$ cat src/sv/scp_pkg.sv
// Shared types and command codes for the serial commanded positioner.
`timescale 1ns / 1ps

package scp_pkg;

  localparam int unsigned OPERAND_BITS  = 16;
  localparam int unsigned DEADBAND_BITS = 15;
  localparam int unsigned OUT_POS_BITS  = 16;

  localparam logic [7:0] CMD_SET_TARGET   = 8'b1000_0100;
  localparam logic [7:0] CMD_SET_POSITION = 8'b1000_0011;
  localparam logic [7:0] CMD_HOME_START   = 8'b0000_0111;
  localparam logic [7:0] CMD_HOME_ABORT   = 8'b0000_1000;
  localparam logic [7:0] CMD_LED_ON       = 8'b0000_0110;
  localparam logic [7:0] CMD_LED_OFF      = 8'b0000_0101;
  localparam logic [7:0] CMD_OPERAND_FLAG = 8'b1000_0000;
  localparam logic [7:0] CMD_NONE         = 8'h00;

  localparam logic [DEADBAND_BITS-1:0] DEADBAND_RESET = 15'd2;

  typedef enum logic [1:0] {
    OP_IDLE = 2'd0,
    OP_BYTE = 2'd1,
    OP_STEP = 2'd2
  } op_t;

  typedef enum logic [1:0] {
    PH_CMD  = 2'd0,
    PH_HIGH = 2'd1,
    PH_LOW  = 2'd2
  } phase_t;

  typedef enum logic [1:0] {
    DIR_STOP    = 2'd0,
    DIR_EXTEND  = 2'd1,
    DIR_RETRACT = 2'd2
  } dir_t;

  // Actions the parser requests for one byte
  typedef struct packed {
    logic set_target;
    logic set_position;
    logic home_start;
    logic home_abort;
    logic led_on;
    logic led_off;
    logic err_clear;
    logic err_set;
  } cmd_act_t;

endpackage

$ cat src/sv/scp_parser.sv
// Serial command parser: next parse state and decoded actions for one byte.
`timescale 1ns / 1ps

module scp_parser import scp_pkg::*; (
  input  logic                    byte_en,
  input  logic [7:0]              rx_byte,
  input  phase_t                  phase,
  input  logic [7:0]              pending,
  input  logic [OPERAND_BITS-1:0] operand,
  output phase_t                  phase_next,
  output logic [7:0]              pending_next,
  output logic [OPERAND_BITS-1:0] operand_next,
  output logic [OPERAND_BITS-1:0] operand_value,
  output cmd_act_t                act
);

  assign operand_value = {operand[15:8], rx_byte};

  always_comb begin
    phase_next   = phase;
    pending_next = pending;
    operand_next = operand;
    act          = '0;
    if (byte_en) begin
      case (phase)
        PH_HIGH: begin
          operand_next = {rx_byte, 8'h00};
          phase_next   = PH_LOW;
        end
        PH_LOW: begin
          act.set_target   = (pending == CMD_SET_TARGET);
          act.set_position = (pending == CMD_SET_POSITION);
          pending_next     = CMD_NONE;
          operand_next     = '0;
          phase_next       = PH_CMD;
        end
        default: begin
          phase_next = PH_CMD;
          if (rx_byte != CMD_NONE) begin
            act.err_clear = 1'b1;
            if ((rx_byte & CMD_OPERAND_FLAG) != CMD_NONE) begin
              pending_next = rx_byte;
              operand_next = '0;
              phase_next   = PH_HIGH;
            end else begin
              case (rx_byte)
                CMD_HOME_START: act.home_start = 1'b1;
                CMD_HOME_ABORT: act.home_abort = 1'b1;
                CMD_LED_ON:     act.led_on     = 1'b1;
                CMD_LED_OFF:    act.led_off    = 1'b1;
                default:        act.err_set    = 1'b1;
              endcase
            end
          end
        end
      endcase
    end
  end

endmodule

$ cat src/sv/scp_drive.sv
// Drive decision: deadband compare, homing override and switch handling.
`timescale 1ns / 1ps

module scp_drive import scp_pkg::*; #(
  parameter int unsigned POSITION_BITS = 16
) (
  input  logic [POSITION_BITS-1:0] position,
  input  logic [POSITION_BITS-1:0] target,
  input  logic                     homing,
  input  logic [DEADBAND_BITS-1:0] deadband,
  input  logic                     home_switch_n,
  input  logic                     limit_switch_n,
  output dir_t                     dir,
  output logic                     home_hit
);

  // two spare bits so p - d and p + d never overflow
  localparam int unsigned MW = (POSITION_BITS > DEADBAND_BITS) ? POSITION_BITS : DEADBAND_BITS;
  localparam int unsigned CW = MW + 2;

  logic signed [CW-1:0] p;
  logic signed [CW-1:0] t;
  logic signed [CW-1:0] d;
  dir_t                 raw_dir;

  assign p = CW'(signed'(position));
  assign t = CW'(signed'(target));
  assign d = signed'(CW'(deadband));

  always_comb begin
    if (homing) begin
      raw_dir = DIR_RETRACT;
    end else if (p - d > t) begin
      raw_dir = DIR_RETRACT;
    end else if (p + d < t) begin
      raw_dir = DIR_EXTEND;
    end else begin
      raw_dir = DIR_STOP;
    end

    home_hit = !home_switch_n && (raw_dir == DIR_RETRACT);
    dir      = raw_dir;
    if (home_hit) begin
      dir = DIR_STOP;
    end
    if (!limit_switch_n && (raw_dir == DIR_EXTEND)) begin
      dir = DIR_STOP;
    end
  end

endmodule

$ cat src/sv/serial_commanded_positioner_top.sv
// Top level of the serial commanded positioner: state, result register, config.
`timescale 1ns / 1ps

// Takes one item per clock while in_ready is high. Each accepted item (idle
// tick, serial byte or encoder step plus switch levels) updates parser and
// position state in the cycle it is accepted, and its result appears in the
// output register on the next cycle. in_ready is low in reset and otherwise
// drops only while that output register holds a result that has not been
// taken; a result taken in the same cycle frees the slot. The deadband
// register is written through the cfg port, ready whenever reset is low, and
// should only be changed while no result is outstanding.
module serial_commanded_positioner_top import scp_pkg::*; #(
  parameter int unsigned POSITION_BITS = 16
) (
  input  logic                     clk,
  input  logic                     rst,
  input  logic                     cfg_valid,
  output logic                     cfg_ready,
  input  logic [DEADBAND_BITS-1:0] cfg_data,
  input  logic                     in_valid,
  output logic                     in_ready,
  input  logic [1:0]               op,
  input  logic [7:0]               rx_byte,
  input  logic                     step_down,
  input  logic                     home_switch_n,
  input  logic                     limit_switch_n,
  output logic                     out_valid,
  input  logic                     out_ready,
  output logic                     extend_drive,
  output logic                     retract_drive,
  output logic                     led_user,
  output logic                     led_error,
  output logic                     led_homing,
  output logic signed [OUT_POS_BITS-1:0] current_position
);

  logic [DEADBAND_BITS-1:0] deadband;
  logic [POSITION_BITS-1:0] position_count;
  logic [POSITION_BITS-1:0] target_position;
  logic                     homing_active;
  logic [7:0]               pending_command;
  logic [OPERAND_BITS-1:0]  operand_word;
  phase_t                   parse_phase;
  logic                     user_led;
  logic                     error_led;

  logic [POSITION_BITS-1:0] position_count_next;
  logic [POSITION_BITS-1:0] target_position_next;
  logic                     homing_active_next;
  logic [7:0]               pending_command_next;
  logic [OPERAND_BITS-1:0]  operand_word_next;
  phase_t                   parse_phase_next;
  logic                     user_led_next;
  logic                     error_led_next;

  logic                     accept;
  logic                     byte_en;
  logic [OPERAND_BITS-1:0]  operand_value;
  logic signed [31:0]       operand_ext;
  logic [POSITION_BITS-1:0] operand_pos;
  logic [POSITION_BITS-1:0] pos_evt;
  logic [POSITION_BITS-1:0] tgt_evt;
  logic                     homing_evt;
  logic [31:0]              pos_wide;
  cmd_act_t                 act;
  dir_t                     dir;
  logic                     home_hit;

  assign cfg_ready = !rst;
  assign in_ready  = !rst && (!out_valid || out_ready);
  assign accept    = in_valid && in_ready;
  assign byte_en   = (op == OP_BYTE);

  scp_parser u_parser (
    .byte_en       (byte_en),
    .rx_byte       (rx_byte),
    .phase         (parse_phase),
    .pending       (pending_command),
    .operand       (operand_word),
    .phase_next    (parse_phase_next),
    .pending_next  (pending_command_next),
    .operand_next  (operand_word_next),
    .operand_value (operand_value),
    .act           (act)
  );

  // operand is signed 16 bits, fitted to the position width
  assign operand_ext = 32'(signed'(operand_value));
  assign operand_pos = operand_ext[POSITION_BITS-1:0];

  always_comb begin
    pos_evt    = position_count;
    tgt_evt    = target_position;
    homing_evt = homing_active;
    if (op == OP_STEP) begin
      pos_evt = step_down ? position_count - 1'b1 : position_count + 1'b1;
    end
    if (act.set_position) pos_evt = operand_pos;
    if (act.set_target)   tgt_evt = operand_pos;
    if (act.home_start)   homing_evt = 1'b1;
    if (act.home_abort)   homing_evt = 1'b0;

    user_led_next = user_led;
    if (act.led_on)  user_led_next = 1'b1;
    if (act.led_off) user_led_next = 1'b0;

    error_led_next = error_led;
    if (act.err_clear) error_led_next = 1'b0;
    if (act.err_set)   error_led_next = 1'b1;
  end

  scp_drive #(
    .POSITION_BITS (POSITION_BITS)
  ) u_drive (
    .position       (pos_evt),
    .target         (tgt_evt),
    .homing         (homing_evt),
    .deadband       (deadband),
    .home_switch_n  (home_switch_n),
    .limit_switch_n (limit_switch_n),
    .dir            (dir),
    .home_hit       (home_hit)
  );

  // reaching home zeroes the frame
  assign position_count_next  = home_hit ? '0 : pos_evt;
  assign target_position_next = home_hit ? '0 : tgt_evt;
  assign homing_active_next   = home_hit ? 1'b0 : homing_evt;
  assign pos_wide             = 32'(position_count_next);

  always_ff @(posedge clk) begin
    if (rst) begin
      deadband <= DEADBAND_RESET;
    end else if (cfg_valid && cfg_ready) begin
      deadband <= cfg_data;
    end
  end

  always_ff @(posedge clk) begin
    if (rst) begin
      position_count  <= '0;
      target_position <= '0;
      homing_active   <= 1'b0;
      pending_command <= CMD_NONE;
      operand_word    <= '0;
      parse_phase     <= PH_CMD;
      user_led        <= 1'b0;
      error_led       <= 1'b1;
      out_valid       <= 1'b0;
    end else begin
      if (accept) begin
        position_count  <= position_count_next;
        target_position <= target_position_next;
        homing_active   <= homing_active_next;
        pending_command <= pending_command_next;
        operand_word    <= operand_word_next;
        parse_phase     <= parse_phase_next;
        user_led        <= user_led_next;
        error_led       <= error_led_next;
      end
      out_valid <= accept || (out_valid && !out_ready);
    end
  end

  always_ff @(posedge clk) begin
    if (accept) begin
      extend_drive     <= (dir == DIR_EXTEND);
      retract_drive    <= (dir == DIR_RETRACT);
      led_user         <= user_led_next;
      led_error        <= error_led_next;
      led_homing       <= homing_active_next;
      current_position <= signed'(pos_wide[OUT_POS_BITS-1:0]);
    end
  end

endmodule

$ cat config.mk
export PLATFORM = sky130hd
export DESIGN_NAME = serial_commanded_positioner_top
export DESIGN_NICKNAME = d
export VERILOG_FILES = /design/src/sv/scp_pkg.sv /design/src/sv/scp_parser.sv /design/src/sv/scp_drive.sv /design/src/sv/serial_commanded_positioner_top.sv
export SDC_FILE = /design/constraint.sdc
export NUM_CORES = 1
export LEC_CHECK = 0
export BUFFER_PORTS_ARGS = -buffer_cell sky130_fd_sc_hd__buf_4
export CAP_MARGIN = 20
export CORE_MARGIN = 2
export CORE_UTILIZATION = 25
export DETAILED_ROUTE_END_ITERATION = 6
export HOLD_SLACK_MARGIN = 0.1
export PLACE_DENSITY = 0.47
export SYNTH_ARGS = -nofsm -noshare
export SYNTH_HDL_FRONTEND = slang
export SYNTH_HIERARCHICAL = 1
export SYNTH_SLANG_ARGS = --single-unit
$ cat constraint.sdc
create_clock -name clk -period 9.5 [get_ports clk]
set_input_delay 0.95 -clock clk [delete_from_list [all_inputs] [get_ports clk]]
set_output_delay 0.95 -clock clk [all_outputs]
set_load 0.02 [all_outputs]
==> flow_summary.toml <==
[clock_tree]
cts_buffers = 9
htree_levels = 3
cts_sinks = 90
path_clk_slew_ns = 0.07
cts_setup_buffers = 0
cts_tree = "yes"
holdBufCountCts = 0
cts-root-buf = "clkbuf_16"
clockBufferDepth = 2
postCtsResizedCells = 0
clock_latency_ns = 0.35

[floorplan]
die_w_microns = 175
fp.coreArea_sq_mm = 0.0288
start_util_pct = 25.5
pin_count = 57
rows = 62
die-height_microns = 175
die_area_sq_mm = 0.0307

[synth]
syn_area_sq_mm = 0.00734
yosys_warnings = 6
netlist_instances = 918
synth.avg_cell_area_sq_um = 7.99
synthesis.nets = 1034

[timing]
tns_ns = 0
setup_viol = 0
finClkSkew_ns = 0.00888
setup_slack_ns = 2.00
slew_violations = 0
finalCritPeriodShare_pct = 78.9
fmax_mhz = 133
holdWs_ns = 0.457
hold_viol = 0
min_period_ns = 7.50
tightest_slew_ns = 1.02
slew_headroom_pct = 31.7
rsz0062_at_grt = "no"

[cells_and_area]
diodes = 0
area_growth_pct = 13.4
most-common-layout-cells = "102 x nor2_1, 96 x nand2_1, 80 x ha_1"
fin_nets = 1050
nFillCells = 3122
drive_above_1_share_pct = 13.3
final_common_cell = "nor2_1"

[power_and_ir_drop]
ir_drop_mv = 0.0693
power.density_mw_per_mm2 = 148
power_leakage_nw = 3.54

[worst_setup_path]
crit_slowest_cell = "or4_1"
worstPathRequired_ns = 9.80
endpoint_kind = "flip-flop"
arrival_ns = 7.79
worst-setup-path-type = "in2reg"
path_delay_family = "simple AND/OR/NAND/NOR gates"
critical_path_buf_inv_count = 5
max_stage_delay_ns = 0.52
start_kind = "input pin"
worst-path-max-fanout = 27

[detailed_routing]
via_per_inst = 4.82
drt_pass1_iterations = 5
routed_wl_microns = 21700
drcViolationCount = 0
wl_per_cell_microns = 16.4
ant_nets = 0
drt-initial-drc-count = 553
num_vias = 6376

[hold_path]
hold_class = "reg2reg"

[grt]
grt_overflow = 0
grt_max_degree = 63
grt_pass1_vias = 6035
grt_pass1_wl_microns = 34200
grt_util_all_layers_pct = 14.2
antenna_found_initial = 1

[place]
io_buffers = 56
dp.final_hpwl_microns = 16200
gp_congestion = 0.838
pre_cts_ws_ns = 1.77

[job]
max_cap_violations = 0

[status]
status = "completed"
[state kept, by name (all words and copies together) (netlist names)]
| name | count |
|---|---|
| error_led | 1 |
| pending_command | 8 |
| position_count | 16 |
| parse_phase | 2 |
| extend_drive | 1 |
| homing_active | 1 |
| operand_word | 8 |
| led_error | 1 |
| retract_drive | 1 |
| deadband | 15 |
| current_position | 16 |
| target_position | 16 |
| user_led | 1 |
| led_homing | 1 |
| led_user | 1 |
| out_valid | 1 |
[worst paths after layout]
check	startpoint	endpoint	slack [ns]	depth (start not counted)
max	op[1]	position_count[12]	2.00	28
min	user_led	user_led	0.46	2
max reg2reg	pending_command[4]	position_count[12]	2.49	27
min reg2reg	user_led	user_led	0.46	2
[where the power goes]
group / internal, W / switching (W) / total [W]
registers: 0.000410 / 0.0000120 / 0.000422
clock network: 0.000199 / 0.000168 / 0.000367
logic: 0.000179 / 0.000265 / 0.000444
total: 0.000788 / 0.000445 / 0.00123
[routing by layer]
metal  wire, microns  GRT usage [%]  share of wire (%)  vias up
met5               0              0                  0        -
met3             626           1.43                2.9       18
met2           10100           23.2                 46       98
li1                -              -                  -     3245
met1           10700           19.8                 49     3015
met4             331           4.10                1.5        0
[worst min-delay path, cell delays in order (launching register included)]
cell and delay [ns]:
dfxtp_1 0.31, nand2_1 0.05, a21oi_1 0.05
[layout make-up]
cell class / count / area [sq um] / share of cell area [%]
sequential: 90 / 2010 / 24.2
inverter: 63 / 236 / 2.84
tap: 384 / 480 / 5.77
timing repair buffer: 67 / 503 / 6.04
clock inverter: 4 / 25.0 / 0.301
multi-input combinational: 703 / 4800 / 57.7
clock buffer: 12 / 267 / 3.20
[through the flow]
stage / util, % / power, W / instances / cell area, sq um
2_1_floorplan: - / 0.000751 / 918 / 7340
3_5_place_dp: 27.9 / 0.000873 / 1307 / 8030
4_1_cts: 28.9 / 0.00125 / 1323 / 8320
5_1_grt: 28.9 / 0.00132 / 1323 / 8320
3_3_place_gp: 27.9 / 0.000873 / 1307 / 8030
6_report: 28.9 / 0.00123 / 1323 / 8320
Power figures use the tool's default switching activity.
